File: src/hdl/hmdg_pkg.sv
package hmdg_pkg;

    localparam int HEIGHT_W     = 24;
    localparam int PIX_W        = 8;
    localparam int FW_W         = 12;
    localparam int FH_W         = 13;
    localparam int ROW_W        = 12;
    localparam int CFG_INDEX_W  = 2;
    localparam int CFG_DATA_W   = 13;
    localparam int HEIGHT_LIMIT = 4096;
    localparam int QPTR_W       = 2;
    localparam int QUEUE_DEPTH  = 1 << QPTR_W;

    localparam logic [CFG_INDEX_W-1:0] REG_FRAME_WIDTH  = 2'd0;
    localparam logic [CFG_INDEX_W-1:0] REG_FRAME_HEIGHT = 2'd1;

    localparam logic [FW_W-1:0] RESET_FRAME_WIDTH  = 12'd2048;
    localparam logic [FH_W-1:0] RESET_FRAME_HEIGHT = 13'd2048;

    typedef logic signed [HEIGHT_W-1:0] t_height;
    typedef logic        [HEIGHT_W-1:0] t_mag;

    localparam t_height PEAK_RESET = {1'b1, {(HEIGHT_W-1){1'b0}}};

    // One classified pixel on its way from the front to the back.
    typedef struct packed {
        t_height cur;
        t_height left;
        t_height up;
        logic    use_left;
        logic    use_up;
        logic    last;
    } t_item;

endpackage

File: src/hdl/hmdg_queue.sv
module hmdg_queue
    import hmdg_pkg::*;
(
    input  logic  i_clk,
    input  logic  i_rst_n,
    input  logic  i_push,
    input  t_item i_item,
    output logic  o_full,
    input  logic  i_pop,
    output t_item o_head,
    output logic  o_empty
);

    t_item             r_mem [QUEUE_DEPTH];
    logic [QPTR_W-1:0] r_wr_ptr;
    logic [QPTR_W-1:0] r_rd_ptr;
    logic [QPTR_W:0]   r_count;

    assign o_full  = r_count == (QPTR_W+1)'(QUEUE_DEPTH);
    assign o_empty = r_count == '0;
    assign o_head  = r_mem[r_rd_ptr];

    always_ff @(posedge i_clk) begin
        if (!i_rst_n) begin
            r_wr_ptr <= '0;
            r_rd_ptr <= '0;
            r_count  <= '0;
        end else begin
            if (i_push) begin
                r_wr_ptr <= r_wr_ptr + QPTR_W'(1);
            end
            if (i_pop) begin
                r_rd_ptr <= r_rd_ptr + QPTR_W'(1);
            end
            if (i_push && !i_pop) begin
                r_count <= r_count + (QPTR_W+1)'(1);
            end else if (i_pop && !i_push) begin
                r_count <= r_count - (QPTR_W+1)'(1);
            end
        end
    end

    always_ff @(posedge i_clk) begin
        if (i_push) begin
            r_mem[r_wr_ptr] <= i_item;
        end
    end

    a_no_overflow: assert property (@(posedge i_clk) disable iff (!i_rst_n)
        i_push |-> !o_full)
        else $error("push into a full queue");

    a_no_underflow: assert property (@(posedge i_clk) disable iff (!i_rst_n)
        i_pop |-> !o_empty)
        else $error("pop from an empty queue");

    a_count_bound: assert property (@(posedge i_clk) disable iff (!i_rst_n)
        r_count <= (QPTR_W+1)'(QUEUE_DEPTH))
        else $error("queue count beyond its depth");

endmodule

File: config.mk
export PLATFORM = sky130hd
export DESIGN_NAME = hmdg_queue
export DESIGN_NICKNAME = d
export VERILOG_FILES = /design/src/hdl/hmdg_pkg.sv /design/src/hdl/hmdg_queue.sv
export SDC_FILE = /design/constraint.sdc
export NUM_CORES = 1
export LEC_CHECK = 0
export ABC_AREA = 1
export BUFFER_PORTS_ARGS = -buffer_cell sky130_fd_sc_hd__buf_4
export CORE_MARGIN = 1
export CORE_UTILIZATION = 60
export DETAILED_ROUTE_END_ITERATION = 8
export GPL_TIMING_DRIVEN = 0
export PLACE_DENSITY_LB_ADDON = 0.08
export SLEW_MARGIN = 20
export SYNTH_ARGS = -nofsm -noshare
export SYNTH_HDL_FRONTEND = slang
export SYNTH_SLANG_ARGS = --single-unit
File: constraint.sdc
create_clock -name i_clk -period 6.8 [get_ports i_clk]
set_input_delay 1.36 -clock i_clk [delete_from_list [all_inputs] [get_ports i_clk]]
set_output_delay 1.36 -clock i_clk [all_outputs]
set_load 0.02 [all_outputs]
Word-level counts from Yosys, hierarchy flattened
Memory sizes are Yosys's and may differ from the RTL's. A register that Yosys moved wholly into a read port is not among the register bits.
Cells that the tools add are included.
Widths: inputs -> output; s select.

cells by class
  $add $sub $neg = 4
  eq/ne operators = 1
  muxes and demuxes = 6
  reduce and logical (&&, ||, !) cells = 6

operators by type and width
  kind                 count
  $mux 3               2
  $add 2x1->2 const B  2
  $mux 2               2
  $add 3x1->3 const B  1
  $eq 3x3->1 const B   1
  $logic_not 3->1      1
  $sub 3x1->3 const B  1
  $logic_and 1x1->1    2
  $logic_not 1->1      2
  $mux 1               2
  $reduce_bool 2->1    1

storage, ports and cells
  register bits = 7
  bits in writable memories = 300
  memories kept = 1

memories
  memory  depth  bits a word  rd ports  clocked after Yosys merged registers in  write ports  RTL line          source
  r_mem   4      75           1         1                                        1            hmdg_queue.sv:14  t_item r_mem [QUEUE_DEPTH];

Depth between registers and ports, before layout
  depth after elaboration = 4
  depth in mapped cells = 10

Worst setup path after synthesis
OpenSTA, ideal clock, no wires.

  path kind = input to register
  from = in i_push
  to = mem r_mem[0][0] (netlist bit) (enable)
  arrival = 2848 ps
  data required time = 6371 ps
  slack = 3523 ps
  stages on the path = 2
  path through = nand2_1 > inv_1

between the ends
  longest elaborated chain between the ends = 2

RTL lines
  element                       RTL line          source
  start, declared               hmdg_queue.sv:6   input logic i_push,
  $mux 1                        hmdg_queue.sv:44  if (i_push) begin
  $mux 1 (not written as such)  hmdg_queue.sv:45  r_mem[r_wr_ptr] <= i_item;
  end, declared                 hmdg_queue.sv:14

Every way passes these cells.

==> results by group <==
Clock network
  • Root buf cell: clkbuf_16
  • Hold buffers post-CTS: 0
  • Clk sinks: between 300 and 400
  • CTS Buffer Depth: 3
  • Post-CTS setup buffers: 0
  • Clock slew at reported path FFs: roughly 0.06 ns
  • Number of CTS-inserted buffers: 30
  • Later-pin clock latency in the skew report: 0.54 ns
  • TritonCTS clock tree: built
  • H-tree levels: 1
  • CTS-repair resized insts: 0

Synthesis
  • Avg Cell Area, Syn: between 15 and 20 µm²
  • Sequential area share after synthesis: between 70% and 80%
  • Synthesized net count: 868
  • Synth warn: 0
  • Netlist cell types: 24
  • Mapped Area: 12300 µm²
  • Synth Register Bits: between 300 and 400
  • Post-Syn Instances: 783

Placed design
  • Final HPWL DP: ~16 mm
  • Final RePlAce weighted congestion: roughly 0.75
  • I/O Buffers: between 150 and 200
  • Worst slack at placement: ~3.7 ns

GRT
  • First-pass GRT wire length: 41.1 mm
  • Total grt overflow: 0
  • Number of global-route vias before repair: 7631
  • Pin count of the biggest net entering global routing: 43
  • Antenna violations before repair: 0
  • Total track usage: 25.6%

Setup path
  • Worst path required time: 5.44 ns
  • Worst setup SP type: register
  • CP arrival: 2.34 ns
  • Reg2reg end: r_mem[0][11]$_DFFE_PP_
  • FF-to-FF Start: r_wr_ptr[0]$_SDFFE_PN0P_
  • Crit path capture type: output port
  • R2r worst-path depth: 5
  • Crit path kind: register to output port
  • R2R Setup Slk: 5.02 ns
  • CP max FO: 10

Layout
  • Register area: 9190 µm²
  • Layout cell share with drive strength beyond 1: roughly 34%
  • Number of antenna diodes: 0
  • Multi-input combinational cell area: 2710 µm²
  • Final net count: 1059
  • Fillers: around 1.3k
  • Layout area overhead: 20.6%

Route
  • Final wirelength: 26.5 mm
  • Met1 wire length: approximately 10 mm
  • DRC viols: 0
  • Drt wl/cell: between 20 and 25 µm
  • Drt initial violations: 467
  • DRT antenna net count: 0
  • Initial DRT Pass Iterations: 5
  • Via count: 7275
  • Top Metal Used: met4
  • WL met2: 13.5 mm
  • DR WL met3: just under 2 mm
  • Vias per cell: between 5 and 6

STA
  • RSZ-0062 raised after global routing: false
  • Hold Slack: 0.463 ns
  • Final Hold Viols: 0
  • Min Tclk post-route: 3.70 ns
  • Setup TNS: 0 ns
  • Least-Margin Pin Slew: 0.594 ns
  • Max_slew headroom: 60.4%
  • Max Freq: 0.270 GHz
  • PnR worst setup slack: 3.10 ns
  • Final Slew Violations: 0
  • Setup violations, final: 0
  • Tcrit/Tclk final: a little over half
  • Layout Skew: 0.00877 ns

Min path
  • Hold_sp: r_rd_ptr[1]$_SDFFE_PN0P_
  • Hold crit path type: register to register
  • Hold path cells: 1

Die
  • # rows: 52
  • Die height: 145 µm
  • Initial Utilization: 61.1%
  • Die Area: 21100 µm²
  • Die W: 145 µm
  • Core area: about 20000 µm²
  • Io pins: roughly 160

Pwr
  • Lkg Pwr: 5.16 nW
  • Switch share: a little under a quarter
  • Pint: 0.00329 W
  • PD cells: between 200 and 300 nW/µm²
  • PnR Total Power: 0.00431 W
  • Max VDD drop: 0.229 mV
  • Logic pwr share: 13.0%
  • Sequential power share: 51.0%
  • Switching Power: 0.00102 W
  • Clk pwr share: 36.0%

Outcome
  • Status: complete, no violations

Flow run
  • Maxcap violations: 0
## state kept, by name, summed over array words and instances (netlist names), named ones only
name	cells
r_mem	300
r_rd_ptr	2
r_wr_ptr	2
r_count	3
## metrics by stage
step                      area, µm²  utilization, %  std cells
after detailed placement      13900            69.1       1212
final                         14900            73.6       1264
after global placement        13800            68.5       1208
after global routing          14900            73.6       1264
after floorplan               12300               -        783
after CTS                     14900            73.6       1264
## metal layers
metal / vias to the layer above / global-route usage [%]
li1: 3325 / -
met4: 0 / 8.05
met1: 3612 / 33.6
met5: - / 0
met3: 47 / 4.81
met2: 291 / 43.4
## cell usage after synthesis, drive strengths merged
master	n	area share [%]
nand3	1	0.041
o21ai	156	6.5
clkbuf	21	0.64
buf	27	2.2
nor3	2	0.081
ha	5	0.51
edfxtp	300	73
inv	17	0.56
dfxtp	9	1.5
nand4	1	0.051
a21oi	4	0.16
o22ai	75	6.3
nand2	9	0.27
nor2	155	7.9
fa	1	0.16
## worst max-delay path: stages, from the launching register on
cell and delay [ns]:
dfxtp_1 0.59, buf_6 0.24, clkbuf_1 0.45, nor2_1 0.13
o22ai_2 0.19, buf_4 0.18
## power by group through the flow
stage          clock network, W  registers, W  logic (W)
2_1_floorplan                 0       0.00224   0.000318
3_3_place_gp                  0       0.00224   0.000531
3_5_place_dp                  0       0.00224   0.000561
4_1_cts                 0.00156       0.00220   0.000564
5_1_grt                 0.00164       0.00220   0.000598
6_report                0.00155       0.00220   0.000562
## final cells by class
class                   count  area share [%]
well taps                 270            2.27
flip-flops and latches    309            61.9
clock buffers              40            5.45
repair buffers            159            8.58
plain buffers              48            2.36
inverters                  17           0.531
multi-input cells         409            18.2
clock inverters            12           0.691
## how the worst max path moves through the flow
stage                             endpoint  cells past startpoint  slack (ns)      from
floorplan            r_mem[0][0]$_DFFE_PP_                      2        3.52    i_push
global placement    r_mem[3][27]$_DFFE_PP_                      3        2.24    i_push
detailed placement              o_head[68]                      5        3.65  register
CTS                             o_head[68]                      5        3.07  register
global route                    o_head[68]                      5        2.97  register
finish                          o_head[68]                      5        3.10  register
## cells by family after synthesis
kind of cell               after synthesis  share of synthesized area, %
AOI/OAI and AO/OA                      235                          13.0
adders and majority gates                6                         0.670
and+or+nand+nor                        168                          8.32
buffers and inverters                   65                          3.40
DFF                                    309                          74.6
## placed cells by master (no fill, tap or decap), types with 2 or more instances in the layout
cell type | synthesis | routed
buf_6 | 5 | 5
clkinv_1 | 0 | 8
inv_4 | 0 | 4
buf_4 | 0 | 155
nor2_4 | 50 | 50
o21ai_2 | 5 | 5
a21oi_1 | 4 | 4
o22ai_1 | 25 | 25
buf_12 | 7 | 7
clkbuf_16 | 0 | 31
ha_1 | 5 | 5
dfxtp_1 | 9 | 9
bufinv_16 | 0 | 2
o22ai_2 | 50 | 50
nand2_1 | 9 | 9
o21ai_0 | 131 | 131
nor2_2 | 5 | 5
buf_16 | 0 | 4
clkbuf_1 | 21 | 30
edfxtp_1 | 300 | 300
nor2_1 | 100 | 100
o21ai_1 | 20 | 20
nor3_1 | 2 | 2
inv_1 | 15 | 11
buf_2 | 15 | 15
(Power assumes the default switching activity.)
