`config.mk`:
```
export PLATFORM = sky130hd
export DESIGN_NAME = hmdg_back
export DESIGN_NICKNAME = d
export VERILOG_FILES = /design/src/hdl/hmdg_pkg.sv /design/src/hdl/hmdg_back.sv
export SDC_FILE = /design/constraint.sdc
export NUM_CORES = 1
export LEC_CHECK = 0
export BUFFER_PORTS_ARGS = -buffer_cell sky130_fd_sc_hd__buf_2
export CAP_MARGIN = 20
export CORE_ASPECT_RATIO = 0.8
export CORE_UTILIZATION = 40
export DETAILED_ROUTE_END_ITERATION = 12
export PLACE_DENSITY_LB_ADDON = 0.15
export SYNTH_ARGS = -nofsm -noshare
export SYNTH_HDL_FRONTEND = slang
export SYNTH_SLANG_ARGS = --single-unit
```
`constraint.sdc`:
```
create_clock -name i_clk -period 7 [get_ports i_clk]
set_clock_uncertainty 0.1 [all_clocks]
set_input_delay 0.7 -clock i_clk [delete_from_list [all_inputs] [get_ports i_clk]]
set_output_delay 0.7 -clock i_clk [all_outputs]
set_load 0.01 [all_outputs]
```
`src/hdl/hmdg_pkg.sv`:
```
package hmdg_pkg;

    localparam int HEIGHT_W     = 24;
    localparam int PIX_W        = 8;
    localparam int FW_W         = 12;
    localparam int FH_W         = 13;
    localparam int ROW_W        = 12;
    localparam int CFG_INDEX_W  = 2;
    localparam int CFG_DATA_W   = 13;
    localparam int HEIGHT_LIMIT = 4096;
    localparam int QPTR_W       = 2;
    localparam int QUEUE_DEPTH  = 1 << QPTR_W;

    localparam logic [CFG_INDEX_W-1:0] REG_FRAME_WIDTH  = 2'd0;
    localparam logic [CFG_INDEX_W-1:0] REG_FRAME_HEIGHT = 2'd1;

    localparam logic [FW_W-1:0] RESET_FRAME_WIDTH  = 12'd2048;
    localparam logic [FH_W-1:0] RESET_FRAME_HEIGHT = 13'd2048;

    typedef logic signed [HEIGHT_W-1:0] t_height;
    typedef logic        [HEIGHT_W-1:0] t_mag;

    localparam t_height PEAK_RESET = {1'b1, {(HEIGHT_W-1){1'b0}}};

    // One classified pixel on its way from the front to the back.
    typedef struct packed {
        t_height cur;
        t_height left;
        t_height up;
        logic    use_left;
        logic    use_up;
        logic    last;
    } t_item;

endpackage

```
`src/hdl/hmdg_back.sv`:
```
module hmdg_back
    import hmdg_pkg::*;
(
    input  logic    i_clk,
    input  logic    i_rst_n,
    input  logic    i_clear,
    input  logic    i_empty,
    input  t_item   i_head,
    output logic    o_pop,
    output logic    o_out_valid,
    input  logic    i_out_ready,
    output t_height o_height,
    output t_height o_max_height,
    output t_mag    o_max_gradient,
    output logic    o_gradient_valid,
    output logic    o_frame_end
);

    logic    advance;

    logic    r_b1_valid;
    t_height r_b1_cur;
    t_mag    r_b1_mag_left;
    t_mag    r_b1_mag_up;
    logic    r_b1_use_left;
    logic    r_b1_use_up;
    logic    r_b1_last;

    logic    r_b2_valid;
    t_height r_b2_cur;
    t_mag    r_b2_mag;
    logic    r_b2_any;
    logic    r_b2_last;

    t_height r_peak_height;
    t_mag    r_peak_gradient;
    logic    r_gradient_seen;

    logic    r_o_valid;
    t_height r_o_height;
    logic    r_o_last;

    t_mag    mag_left;
    t_mag    mag_up;
    t_mag    n_mag;
    t_height n_peak_height;
    t_mag    n_peak_gradient;
    logic    n_gradient_seen;

    // The whole back end moves together whenever the output slot frees up.
    assign advance = !r_o_valid || i_out_ready;
    assign o_pop   = advance && !i_empty;

    function automatic t_mag abs_diff(input t_height a, input t_height b);
        logic signed [HEIGHT_W:0] d_ab;
        logic signed [HEIGHT_W:0] d_ba;
        d_ab = {a[HEIGHT_W-1], a} - {b[HEIGHT_W-1], b};
        d_ba = {b[HEIGHT_W-1], b} - {a[HEIGHT_W-1], a};
        return d_ab[HEIGHT_W] ? d_ba[HEIGHT_W-1:0] : d_ab[HEIGHT_W-1:0];
    endfunction

    assign mag_left = abs_diff(i_head.cur, i_head.left);
    assign mag_up   = abs_diff(i_head.cur, i_head.up);

    always_comb begin
        if (r_b1_use_left && r_b1_use_up) begin
            n_mag = (r_b1_mag_up > r_b1_mag_left) ? r_b1_mag_up : r_b1_mag_left;
        end else if (r_b1_use_up) begin
            n_mag = r_b1_mag_up;
        end else begin
            n_mag = r_b1_mag_left;
        end
    end

    // The first difference ever seen is taken as is; later ones must beat the peak.
    always_comb begin
        n_peak_height   = (r_b2_cur > r_peak_height) ? r_b2_cur : r_peak_height;
        n_peak_gradient = r_peak_gradient;
        n_gradient_seen = r_gradient_seen || r_b2_any;
        if (r_b2_any && (!r_gradient_seen || r_b2_mag > r_peak_gradient)) begin
            n_peak_gradient = r_b2_mag;
        end
    end

    always_ff @(posedge i_clk) begin
        if (!i_rst_n) begin
            r_b1_valid      <= 1'b0;
            r_b2_valid      <= 1'b0;
            r_o_valid       <= 1'b0;
            r_peak_height   <= PEAK_RESET;
            r_peak_gradient <= '0;
            r_gradient_seen <= 1'b0;
        end else if (i_clear) begin
            r_peak_height   <= PEAK_RESET;
            r_peak_gradient <= '0;
            r_gradient_seen <= 1'b0;
        end else if (advance) begin
            r_b1_valid <= !i_empty;
            r_b2_valid <= r_b1_valid;
            r_o_valid  <= r_b2_valid;
            if (r_b2_valid) begin
                r_peak_height   <= n_peak_height;
                r_peak_gradient <= n_peak_gradient;
                r_gradient_seen <= n_gradient_seen;
            end
        end
    end

    always_ff @(posedge i_clk) begin
        if (advance) begin
            r_b1_cur      <= i_head.cur;
            r_b1_mag_left <= mag_left;
            r_b1_mag_up   <= mag_up;
            r_b1_use_left <= i_head.use_left;
            r_b1_use_up   <= i_head.use_up;
            r_b1_last     <= i_head.last;
            r_b2_cur      <= r_b1_cur;
            r_b2_mag      <= n_mag;
            r_b2_any      <= r_b1_use_left || r_b1_use_up;
            r_b2_last     <= r_b1_last;
            r_o_height    <= r_b2_cur;
            r_o_last      <= r_b2_last;
        end
    end

    assign o_out_valid      = r_o_valid;
    assign o_height         = r_o_height;
    assign o_max_height     = r_peak_height;
    assign o_max_gradient   = r_peak_gradient;
    assign o_gradient_valid = r_gradient_seen;
    assign o_frame_end      = r_o_last;

    a_no_gradient_zero: assert property (@(posedge i_clk) disable iff (!i_rst_n)
        !r_gradient_seen |-> r_peak_gradient == '0)
        else $error("gradient peak set before any difference was taken");

    a_peak_covers_height: assert property (@(posedge i_clk) disable iff (!i_rst_n)
        r_o_valid |-> r_peak_height >= r_o_height)
        else $error("height above the running maximum");

    a_gradient_sticky: assert property (@(posedge i_clk) disable iff (!i_rst_n)
        r_gradient_seen && !i_clear |=> r_gradient_seen)
        else $error("gradient flag fell without a size change");

endmodule

```
# Word-level counts from Yosys, hierarchy flattened
# Index checks and enable logic that the tools add are counted.
[totals]
register_bits = 202
in_bits = 80
out_inout_bits = 76
wordCells = 47
[op_classes]
addsub = 4
n_lt_le_gt_ge = 3
muxes = 5
n_bitwise = 2
n_reduce_logical = 15
[ops]
columns = ["operator", "n"]
rows = [
  ["$mux 24", 5],
  ["$gt 24x24->1", 3],
  ["$sub 24x24->25", 2],
  ["$sub 24x24->24", 2],
  ["$reduce_and 3->1", 2],
  ["$logic_or 1x1->1", 4],
  ["$reduce_and 2->1", 2],
  ["$logic_and 1x1->1", 3],
  ["$logic_not 1->1", 3],
  ["$not 1->1", 2],
  ["$reduce_or 2->1", 1],
]

# Longest topological paths before layout
# Gate-level depths: netlist of the first run.
[depth]
ltp_word = 4
depth_mapped = 13
mapped_depth_nobuf = 11

# Worst setup path after synthesis of the first run
# OpenSTA, ideal clock, no wires.
[synth_timing]
path_kind = "input -> register"
start = "input port i_out_ready"
end = "register r_peak_gradient[3], in the netlist o_max_gradient[3]"
setup_time_ps = 128
arrival_ps = 5141
required_time_ps = 6772
slack_ps = 1632
cell_stages = 8
path_buffers = 2
path_cell_list = "nor2b_1 > inv_1 > and3_1 > a21boi_0 > clkbuf_1 > buf_2 > mux2i_1 > nor2_1"
[synth_via]
elab_chain_len = 2
[synth_rtl]
columns = ["item", "line", "rtl"]
rows = [
  ["start, declared", "hmdg_back.sv:11", "input logic i_out_ready,"],
  ["$logic_or 1x1->1", "hmdg_back.sv:51", "assign advance = !r_o_valid || i_out_ready;"],
  ["$reduce_and 3->1 (no source line)", "--", ""],
  ["end signal, assigned", "hmdg_back.sv:103", "r_peak_gradient <= n_peak_gradient;"],
  ["end, declared", "hmdg_back.sv:36", "t_mag r_peak_gradient;"],
]
# Every way passes these cells.
# A chain may end at the register's enable or synchronous reset.

# Worst setup path in the final report of the first run
[layout_timing]
start = "input port i_head[34] in the netlist's numbering"
end = "register r_b1_mag_left[9], data pin"
[layout_via]
elab_chain_len = 2
elab_cells_between_ends = 3
classes_between = "add/sub (2); mux (1)"
[layout_rtl]
columns = ["item", "line", "rtl"]
rows = [
  ["start, declared", "hmdg_back.sv:8", "input t_item i_head,"],
  ["$sub 24x24->25 / $sub 24x24->24 (equally long branches)", "hmdg_back.sv:57, hmdg_back.sv:58", ""],
  ["$mux 24 *", "hmdg_back.sv:59", "return d_ab[HEIGHT_W] ? d_ba[HEIGHT_W-1:0] : d_ab[HEIGHT_W-1:0];"],
  ["via mag_left[9]", "hmdg_back.sv:43", "t_mag mag_left;"],
  ["end signal, assigned", "hmdg_back.sv:112", "r_b1_mag_left <= mag_left;"],
  ["end, declared", "hmdg_back.sv:23", "t_mag r_b1_mag_left;"],
]
# The timed path passes the listed nets; every way through them passes the cells marked *.

==> results of run 1 <==
-- area by class of cell --
| class | instances | area share (%) |
|---|---|---|
| multi-input combinational | 935 | 46.6 |
| sequential | 202 | 35.9 |
| timing repair buffer | 161 | 5.32 |
| inverter | 159 | 3.90 |
| clock buffer | 25 | 3.78 |
| tap | 427 | 3.46 |
| clock inverter | 17 | 0.989 |
-- path summary, 6_finish.rpt --
| check | startpoint | to | slack [ps] |
|---|---|---|---|
| hold / removal | i_head[1] | r_b1_use_up$_DFFE_PN_ | 260 |
| hold reg to reg | r_b1_cur[12]$_DFFE_PN_ | r_b2_cur[12]$_DFFE_PN_ | 320 |
| setup reg to reg | r_b2_mag[18]$_DFFE_PN_ | o_max_gradient[3]$_SDFFE_PP0P_ | 3840 |
| setup / recovery | i_head[34] | r_b1_mag_left[9]$_DFFE_PN_ | 3450 |
-- state kept, by name, indices dropped and copies added, names as in the netlist --
| name | flops |
|---|---|
| r_b2_valid | 1 |
| r_b1_cur | 24 |
| r_b1_valid | 1 |
| r_b2_cur | 24 |
| r_b1_mag_up | 24 |
| o_frame_end | 1 |
| r_b2_any | 1 |
| o_max_height | 24 |
| r_b1_last | 1 |
| o_out_valid | 1 |
| r_b1_use_left | 1 |
| o_gradient_valid | 1 |
| r_b1_use_up | 1 |
| r_b2_last | 1 |
| r_b2_mag | 24 |
| o_height | 24 |
| o_max_gradient | 24 |
| r_b1_mag_left | 24 |
-- per-stage QoR --
step	area (sq um)	total power (W)	std cells
final	15400	0.00381	1926
after global routing	15400	0.00403	1926
after CTS	15400	0.00384	1926
after detailed placement	14700	0.00264	1884
after global placement	14700	0.00262	1884
after floorplan	13600	0.00232	1352
-- logic make-up after synthesis --
logic type	after synthesis
flops	202
fa+ha+maj	170
mux	102
compound gates	350
simple gates	271
buf+inv	215
xor+xnor	42
-- placed cells by master (no fill, tap or decap), types with 8 or more instances in the layout --
cell | synthesis | routed
sky130_fd_sc_hd__ha_1 | 166 | 166
sky130_fd_sc_hd__inv_1 | 159 | 158
sky130_fd_sc_hd__buf_2 | 7 | 155
sky130_fd_sc_hd__edfxtp_1 | 150 | 150
sky130_fd_sc_hd__a21oi_1 | 103 | 103
sky130_fd_sc_hd__nor2_1 | 88 | 88
sky130_fd_sc_hd__mux2i_1 | 76 | 76
sky130_fd_sc_hd__nand2_1 | 62 | 62
sky130_fd_sc_hd__o21ai_0 | 54 | 54
sky130_fd_sc_hd__a21o_1 | 54 | 54
sky130_fd_sc_hd__dfxtp_1 | 52 | 52
sky130_fd_sc_hd__nand4_1 | 27 | 27
sky130_fd_sc_hd__clkbuf_16 | 0 | 23
sky130_fd_sc_hd__xor2_1 | 22 | 22
sky130_fd_sc_hd__xnor2_1 | 20 | 20
sky130_fd_sc_hd__nor2b_1 | 19 | 19
sky130_fd_sc_hd__o21a_1 | 18 | 18
sky130_fd_sc_hd__nand2b_1 | 19 | 18
sky130_fd_sc_hd__mux2_1 | 15 | 15
sky130_fd_sc_hd__nand3_1 | 14 | 14
sky130_fd_sc_hd__o31ai_1 | 13 | 13
sky130_fd_sc_hd__a211oi_1 | 13 | 13
sky130_fd_sc_hd__o211ai_1 | 13 | 13
sky130_fd_sc_hd__nor3_1 | 12 | 12
sky130_fd_sc_hd__mux2_2 | 10 | 10
sky130_fd_sc_hd__o21bai_1 | 10 | 10
sky130_fd_sc_hd__o21ai_1 | 9 | 9
sky130_fd_sc_hd__a31oi_1 | 9 | 9
sky130_fd_sc_hd__and3_1 | 8 | 8
-- layer usage --
layer,track usage (%),up-vias,wire [um]
met4,4.35,0,611
met5,0,-,0
met3,3.13,44,2200
li1,-,5118,-
met2,29.8,301,14600
met1,31.3,4811,18500
-- power by group through the flow --
stage / registers, W / clock network (W) / logic, W
CTS: 0.00162 / 0.00121 / 0.000999
finish: 0.00162 / 0.00119 / 0.00100
detailed placement: 0.00165 / 0 / 0.000992
global route: 0.00164 / 0.00126 / 0.00113
global placement: 0.00164 / 0 / 0.000976
floorplan: 0.00159 / 0 / 0.000728
-- critical path, stage by stage --
cell	delay (ps)
sky130_fd_sc_hd__buf_2	90
sky130_fd_sc_hd__inv_1	40
sky130_fd_sc_hd__ha_1	480
sky130_fd_sc_hd__a2111oi_0	570
sky130_fd_sc_hd__a21bo_1	260
sky130_fd_sc_hd__a21oi_1	120
sky130_fd_sc_hd__or3_1	790
sky130_fd_sc_hd__a311oi_1	370
sky130_fd_sc_hd__a21oi_1	90
sky130_fd_sc_hd__xor2_1	190
==> results.toml, run 1 <==
[layout]
register_area_sq_um = 5550
final.fill_count = 3154
flow.area_growth_from_synthesis_pct = 13.9
final_layout_size_suffix_gt1_share_pct = 14.7
finish.net_count = 1732
antenna_cells_inserted = 0
post_layout_utilization_of_the_core_pct = 46.9
multi_input_comb_area_sq_um = 7200

[synth]
yosys.area_share.xor_xnor_pct = 2.71
post_synth_main_area_contributors = "sky130_fd_sc_hd__edfxtp_1, sky130_fd_sc_hd__ha_1, sky130_fd_sc_hd__dfxtp_1, sky130_fd_sc_hd__mux2i_1, sky130_fd_sc_hd__inv_1"
synthesis.nets = 1602
post-synth-top-count-cell = "sky130_fd_sc_hd__ha_1"
synthDominantAreaCellType = "sky130_fd_sc_hd__edfxtp_1"
ys.warnings.count = 0
synth_top_area_share_pct = 33.2
dominant_combinational_cell_family_by_area_after_synthesis = "compound AO/OA/AOI/OAI gates"
synth.cell_area_sq_um = 13600
share_of_flip_flops_with_an_asynchronous_set_or_reset_pct = 0
register_area_share_after_synthesis_pct = 40.9
post_synth.cell_area_avg_sq_um = 10.0
netlist-cell-type-count = 71
synth_compound_area_share_pct = 16.9
synth_simple_gate_area_share_pct = 9.66
synth_edf_count = 150
synthTopCellsByCount = "sky130_fd_sc_hd__ha_1, sky130_fd_sc_hd__inv_1, sky130_fd_sc_hd__edfxtp_1"
synthMuxAreaShare_pct = 7.79
synth_adder_area_share_pct = 15.9
postSynthRegisterBits = 202
syn-instance-count = 1352
ys_dominant_reg_cell = "sky130_fd_sc_hd__edfxtp_1"

[timing]
tightestPinTransition_ps = 1090
timing_max_transition_violations_final = 0
tightest_hold_margin_ps = 262
setup_viol = 0
rsz0062_at_grt = "no"
worst_slew_margin_rel_pct = 26.9
hold_viol = 0
period_needed_ps = 3550
setup_total_negative_slack_ps = 0
worst_slack_ps = 3450
achievable-frequency_mhz = 282
period_utilisation_layout_pct = 50.7

[global_route]
largest_net_degree_at_the_start_of_global_routing = 110
grtUsageTotal_pct = 20.4
grt_overflow = 0
global_route_wire_length_before_repair_um = 55300
grt_pass1_vias = 9830
grt_antenna_before_repair = 1

[outcome]
run_status = "complete, no violations"

[power]
comb_power_share_pct = 26.3
power.switching_fraction_pct = 31.2
pwr-share-seq_pct = 42.6
p_leak_nw = 7.03
cellPowerDensity_nw_per_um2 = 247
clock_power_share_pct = 31.1
netSwitchingPower_w = 0.00119
cell_internal_pwr_w = 0.00262
vdd.ir_drop.worst_mv = 0.151

[flow_run]
max_cap_viol = 0

[clock_tree]
cts_tree = "built"
cts_max_path_buffers = 3
clk_transition_reported_paths_ps = 60
cts_inserted_buffers = 23
cts_num_sinks = 202
cts_hold_buf = 0
cts_repair_resized_insts = 0
total_number_of_h_tree_levels = 1
ctsRootBufferMaster = "sky130_fd_sc_hd__clkbuf_16"
post-cts-setup-buffer-count = 0
insertion_delay_ps = 530

[worst_hold_path]
hold_wc_path_type = "input port to flip-flop"
hold_depth = 1

[floorplan]
die_x_um = 208
start_util_pct = 41.2
die_height_um = 167
rows = 59
floorplan.io_pins = 156
floorplan.core_area_sq_um = 32900
die_area_sq_um = 34600

[setup_path]
worst-setup-path-type = "input port to flip-flop"
timing.critical_path.from_type = "input port"
worstPathArrival_ps = 3700
critical_path.endpoint_type = "flip-flop"
cp_data_required_time_ps = 7160
r2r.worst_path.cells = 9
critical_path.max_fanout = 28

[place]
hpwl_um = 28300
port_buffers = 155
place_ws_ps = 2960
finalWeightedCongestion = 0.908

[route]
num_vias = 10300
antenna_left = 0
residual_drc_count = 0
postRouteWirelength_um = 36000
drt_iter0_markers = 594
post_drt_wl_per_cell_um = 18.7
drt_pre_antenna_iters = 4
detail_route.vias_per_cell = 5.33
Note: power is estimated with default switching activity, not from simulation.
==> run 2, diff against run 1 <==
clock period = 3.65 ns   (was 7 ns; I/O delays follow)
==> run 2 against run 1 <==
Sequential share of layout area shrank 0.74 points. Clock-buffer cell count grew 3. Critical path type unchanged. Worst hold slack lost 240 ps. First-iteration DRC count grew 18%. Clock power grew 97%. Critical endpoint is now r_b1_mag_up[2]$_DFFE_PN_. Utilization grew 1.0 points. Non-clock buffer count grew 27. Global-route usage shrank 0.054 points.
==> results.toml, run 2 (synthesis gave the netlist of run 1 again) <==
[global_route]
gr-usage-met3_pct = 2.24
grt_antenna_before_repair = 0
grt_pass1_vias = 9899
largest_net_degree_at_the_start_of_global_routing = 92
grt_use_met1_pct = 32.0
global_route_wire_length_before_repair_um = 55000
grt_overflow = 0
met2_usage_pct = 29.5
grtUsageTotal_pct = 20.3
grt_busiest_layer = "met1"

[floorplan]
die_height_um = 167
floorplan.io_pins = 156
die_area_sq_um = 34600
die_x_um = 208
start_util_pct = 41.2
rows = 59
floorplan.core_area_sq_um = 32900

[timing]
timing_max_transition_violations_final = 0
achievable-frequency_mhz = 294
worst_slew_margin_rel_pct = 49.8
tightestPinTransition_ps = 753
tightest_hold_margin_ps = 22.4
setup_viol = 0
period_needed_ps = 3410
hold_viol = 0
rsz0062_at_grt = "no"
period_utilisation_layout_pct = 93.3

[setup_path]
worst-setup-path-type = "input port to flip-flop"
cp_data_required_time_ps = 3820
reg2reg_setup_slack_ps = 460
critical_path.max_fanout = 19
worstPathArrival_ps = 3580
worst_r2r_startpoint = "r_b1_mag_left[21]$_DFFE_PN_"
critical_path.endpoint_type = "flip-flop"
timing.critical_path.from_type = "input port"
r2r-end = "r_b2_mag[23]$_DFFE_PN_"
r2r.worst_path.cells = 9
timing.critical_path.from = "i_head[51]"
timing.critical_path.to = "r_b1_mag_up[2]$_DFFE_PN_"

[clock_tree]
clk_transition_reported_paths_ps = 60
post-cts-setup-buffer-count = 0
cts_repair_resized_insts = 0
cts_inserted_buffers = 23
cts_num_sinks = 202
cts_tree = "built"
insertion_delay_ps = 530
total_number_of_h_tree_levels = 1
ctsRootBufferMaster = "sky130_fd_sc_hd__clkbuf_16"
cts_max_path_buffers = 3

[layout]
post-route-cell-area_sq_um = 15800
multi_input_comb_area_sq_um = 7210
most_common_library_cell_in_the_layout_ignoring_fill_and_taps = "sky130_fd_sc_hd__ha_1"
final.fill_count = 3120
flow.area_growth_from_synthesis_pct = 16.3
register_area_sq_um = 5550
final_layout_size_suffix_gt1_share_pct = 15.9
antenna_cells_inserted = 0
most-common-layout-cells = "sky130_fd_sc_hd__ha_1, sky130_fd_sc_hd__inv_1, sky130_fd_sc_hd__buf_2"
finish.net_count = 1759

[route]
drt_iter0_markers = 698
detail_route.vias_per_cell = 5.28
num_vias = 10300
postRouteWirelength_um = 36100
antenna_left = 0
post_drt_wl_per_cell_um = 18.5
drt_pre_antenna_iters = 5
residual_drc_count = 0

[place]
finalWeightedCongestion = 0.880
port_buffers = 155
hpwl_um = 29000
postPlaceCellArea_sq_um = 14900

[power]
vdd.ir_drop.worst_mv = 0.329
p_leak_nw = 7.20
cellPowerDensity_nw_per_um2 = 471

[outcome]
run_status = "complete, no violations"

[flow_run]
max_cap_viol = 0

[worst_hold_path]
hold_wc_path_type = "input port to flip-flop"
[run 2: through the flow]
step | setup slack, ps | utilization [%] | std cells | setup TNS [ps] | total power (W)
global route | 102 | 47.9 | 1953 | 0 | 0.00784
CTS | 286 | 47.9 | 1953 | 0 | 0.00749
finish | 243 | 47.9 | 1953 | 0 | 0.00743
detailed placement | 282 | 45.3 | 1902 | 0 | 0.00511
global placement | 296 | 45.3 | 1902 | 0 | 0.00506
floorplan | -310 | - | 1352 | -9980 | 0.00445
[run 2: layout make-up]
| type | instances | share of cell area [%] |
|---|---|---|
| clock buffers | 28 | 3.83 |
| clock inverters | 14 | 1.05 |
| inverters | 159 | 3.81 |
| multi-input cells | 935 | 45.7 |
| flip-flops and latches | 202 | 35.2 |
| well taps | 427 | 3.39 |
| repair buffers | 188 | 7.03 |
[run 2: worst min path at each step]
stage	from	endpoint	slack, ps	cells after the start
after floorplan	r_b2_last$_DFFE_PN_	o_frame_end$_DFFE_PN_	300	0
after global placement	r_b1_cur[14]$_DFFE_PN_	r_b2_cur[14]$_DFFE_PN_	300	0
after detailed placement	r_b1_cur[14]$_DFFE_PN_	r_b2_cur[14]$_DFFE_PN_	300	0
after CTS	i_head[60]	r_b1_cur[9]$_DFFE_PN_	1	1
after global routing	i_head[60]	r_b1_cur[9]$_DFFE_PN_	10	1
final	i_head[60]	r_b1_cur[9]$_DFFE_PN_	20	1
[run 2: layer usage]
layer	vias to the layer above	part of all wire, %
met4	0	1.7
li1	5173	-
met3	42	5.1
met2	295	40
met1	4810	53
met5	-	0
[run 2: repair_timing]
action                                  CTS  global route
hold buffers                              9             0
endpoints found under the setup margin    0             0
hold endpoints to repair                  9             0
[run 2: worst max-delay path, stage by stage]
cell,delay (ps)
sky130_fd_sc_hd__dlygate4sd3_1,540
sky130_fd_sc_hd__buf_2,150
sky130_fd_sc_hd__inv_1,80
sky130_fd_sc_hd__ha_1,180
sky130_fd_sc_hd__fa_1,260
sky130_fd_sc_hd__nor2b_4,60
sky130_fd_sc_hd__o31a_1,260
sky130_fd_sc_hd__or4_4,450
sky130_fd_sc_hd__a21oi_4,200
sky130_fd_sc_hd__a21oi_2,120
sky130_fd_sc_hd__o31ai_4,310
sky130_fd_sc_hd__buf_12,220
sky130_fd_sc_hd__mux2i_1,250
sky130_fd_sc_hd__xor2_1,100
[run 2: where the power goes]
group	leakage [nW]	internal, W	switching (W)
Clock	0.379	0.00140	0.000950
Combinational	4.81	0.000874	0.00110
Sequential	2.01	0.00288	0.000226
Total	7.20	0.00516	0.00227
==> run 3, diff against run 2 <==
RECOVER_POWER = 50   (was unset)
==> run 3 against run 2 <==
The run now ends with capacitance limit, slew limit left. Fmax is 0.38% lower. Clock power about the same. Flip-flop and latch count unchanged. Non-clock buffer count unchanged. Worst setup slack worse by 13 ps. Die area unchanged. Cell count stayed put. Utilization is 0.44 points lower. Cell area fell by 0.93%. Via count is 0.36% higher. Sequential share of layout area increased by 0.32 points. Clock-buffer cell count did not move.
==> results.toml, run 3 (synthesis gave the netlist of run 1 again) <==
[outcome]
run_status = "finished with violations"
failed_checks = "capacitance limit, slew limit"

[clock_tree]
insertion_delay_ps = 530
total_number_of_h_tree_levels = 1
cts_repair_resized_insts = 0
cts_num_sinks = 202
cts_hold_buf = 9
post-cts-setup-buffer-count = 0
cts_tree = "built"
cts_inserted_buffers = 23
clk_transition_reported_paths_ps = 60
cts_max_path_buffers = 3
ctsRootBufferMaster = "sky130_fd_sc_hd__clkbuf_16"

[setup_path]
cp_data_required_time_ps = 3820
critical-path-max-stage-delay_ps = 540
critical_path.max_fanout = 19
worst_path_max_delay_cell = "sky130_fd_sc_hd__dlygate4sd3_1"
timing.critical_path.from_type = "input port"
critical_path.endpoint_type = "flip-flop"
worst_r2r_startpoint = "r_b1_mag_left[21]$_DFFE_PN_"
timing.critical_path.from = "i_head[51]"
timing.critical_path.max_delay_family = "buffers and inverters"
worstPathArrival_ps = 3590
worst-setup-path-type = "input port to flip-flop"
critical_path.cell_chain = "dlygate4sd3_1 -> clkbuf_1 -> inv_1 -> ha_1 -> fa_1 -> nor2b_4 -> o31a_1 -> or4_4 -> a21oi_4 -> a21oi_2 -> o31ai_4 -> buf_12 -> mux2i_1 -> xor2_1"
timing.critical_path.buf_inv = 4

[power]
total_power_w = 0.00742
pwr-share-seq_pct = 41.9
clock_power_share_pct = 31.7
cellPowerDensity_nw_per_um2 = 475
netSwitchingPower_w = 0.00227
cell_internal_pwr_w = 0.00515
comb_power_share_pct = 26.4
p_leak_nw = 6.87
power.switching_fraction_pct = 30.6
vdd.ir_drop.worst_mv = 0.329

[global_route]
grt_pass1_vias = 9899
grtUsageTotal_pct = 20.3
global_route_wire_length_before_repair_um = 55000
grt_antenna_before_repair = 0
largest_net_degree_at_the_start_of_global_routing = 92
grt_overflow = 0

[timing]
setup_total_negative_slack_ps = 0
period_needed_ps = 3420
setup_viol = 0
worst_slack_ps = 230
achievable-frequency_mhz = 292
worst_slew_margin_rel_pct = -55.5
timing_max_transition_violations_final = 92
tightestPinTransition_ps = 2330
hold_viol = 0
period_utilisation_layout_pct = 93.7
rsz0062_at_grt = "no"

[route]
drt_pre_antenna_iters = 6
detail_route.vias_per_cell = 5.30
drt_iter0_markers = 634
num_vias = 10400
post_drt_wl_per_cell_um = 18.6
route.top_layer_used = "met4"
postRouteWirelength_um = 36300
residual_drc_count = 0
antenna_left = 0
detail_route.wirelength.met1_um = 19100
met2_length_um = 14600
wl_met3_um = 1910

[worst_hold_path]
hold_path.startpoint = "i_empty"
hold_wc_path_type = "input port to flip-flop"

[place]
place_ws_ps = 282
postPlaceCellArea_sq_um = 14900
port_buffers = 155
hpwl_um = 29000
finalWeightedCongestion = 0.880
placed_cells_incl_taps = 1902

[layout]
post-route-cell-area_sq_um = 15600
most_common_library_cell_in_the_layout_ignoring_fill_and_taps = "sky130_fd_sc_hd__ha_1"
register_area_sq_um = 5550
finalNonFillerCells = 1953
most-common-layout-cells = "sky130_fd_sc_hd__ha_1, sky130_fd_sc_hd__inv_1, sky130_fd_sc_hd__edfxtp_1"
flow.area_growth_from_synthesis_pct = 15.2
final.fill_count = 3154
multi_input_comb_area_sq_um = 7200
finish.net_count = 1759
final_layout_size_suffix_gt1_share_pct = 9.76
antenna_cells_inserted = 0

[floorplan]
floorplan.core_area_sq_um = 32900
floorplan.io_pins = 156
die_height_um = 167
die_x_um = 208
die_area_sq_um = 34600
start_util_pct = 41.2
rows = 59

[flow_run]
max_cap_viol = 1
## run 3: changes by cell type in the layout (fill, tap and decap cells not counted)
cell,previous run,this run
sky130_fd_sc_hd__nor2b_4,2,1
sky130_fd_sc_hd__dfxtp_1,51,52
sky130_fd_sc_hd__buf_2,155,65
sky130_fd_sc_hd__buf_4,19,17
sky130_fd_sc_hd__clkinvlp_2,0,1
sky130_fd_sc_hd__buf_12,5,4
sky130_fd_sc_hd__nor2b_1,18,19
sky130_fd_sc_hd__dfxtp_2,1,0
sky130_fd_sc_hd__clkbuf_2,0,1
sky130_fd_sc_hd__clkinvlp_4,3,2
sky130_fd_sc_hd__clkbuf_1,4,96
## run 3: cell type report
class	count	share of cell area, %
multi-input cells	935	46.1
clock inverters	14	1.06
well taps	427	3.42
flip-flops and latches	202	35.5
inverters	159	3.83
repair buffers	188	6.23
clock buffers	28	3.87
## run 3: final timing paths
path / to / cells after the start / slack, ps
setup reg to reg: r_b2_mag[22]$_DFFE_PN_ / 9 / 510
setup / recovery: r_b1_mag_up[2]$_DFFE_PN_ / 14 / 230
hold reg to reg: r_b2_cur[15]$_DFFE_PN_ / 0 / 320
hold / removal: r_b1_valid$_SDFFE_PN0P_ / 3 / 40
## run 3: worst register-to-register path: stages (launching register included)
cell,delay [ps]
sky130_fd_sc_hd__edfxtp_1,460
sky130_fd_sc_hd__inv_1,80
sky130_fd_sc_hd__ha_1,300
sky130_fd_sc_hd__nand4_1,190
sky130_fd_sc_hd__nor4_1,570
sky130_fd_sc_hd__o31a_1,240
sky130_fd_sc_hd__o21ai_1,80
sky130_fd_sc_hd__a21boi_2,130
sky130_fd_sc_hd__buf_4,320
sky130_fd_sc_hd__mux2_1,400
## run 3: metrics by stage
stage	hold WS, ps	util (%)
finish	40.5	47.5
CTS	1.20	47.9
detailed placement	305	45.3
global placement	301	45.3
floorplan	300	-
global route	31.0	47.5
## run 3: layer usage
| metal | vias to the layer above | GRT usage [%] |
|---|---|---|
| met5 | - | 0 |
| li1 | 5173 | - |
| met3 | 44 | 2.24 |
| met2 | 309 | 29.5 |
| met4 | 0 | 4.19 |
| met1 | 4831 | 32.0 |
## run 3: power groups by stage
| stage | clock (W) | combinational [W] | sequential (W) |
|---|---|---|---|
| floorplan | 0 | 0.00140 | 0.00305 |
| global placement | 0 | 0.00192 | 0.00314 |
| detailed placement | 0 | 0.00195 | 0.00316 |
| CTS | 0.00241 | 0.00197 | 0.00311 |
| global route | 0.00249 | 0.00219 | 0.00315 |
| finish | 0.00235 | 0.00196 | 0.00311 |
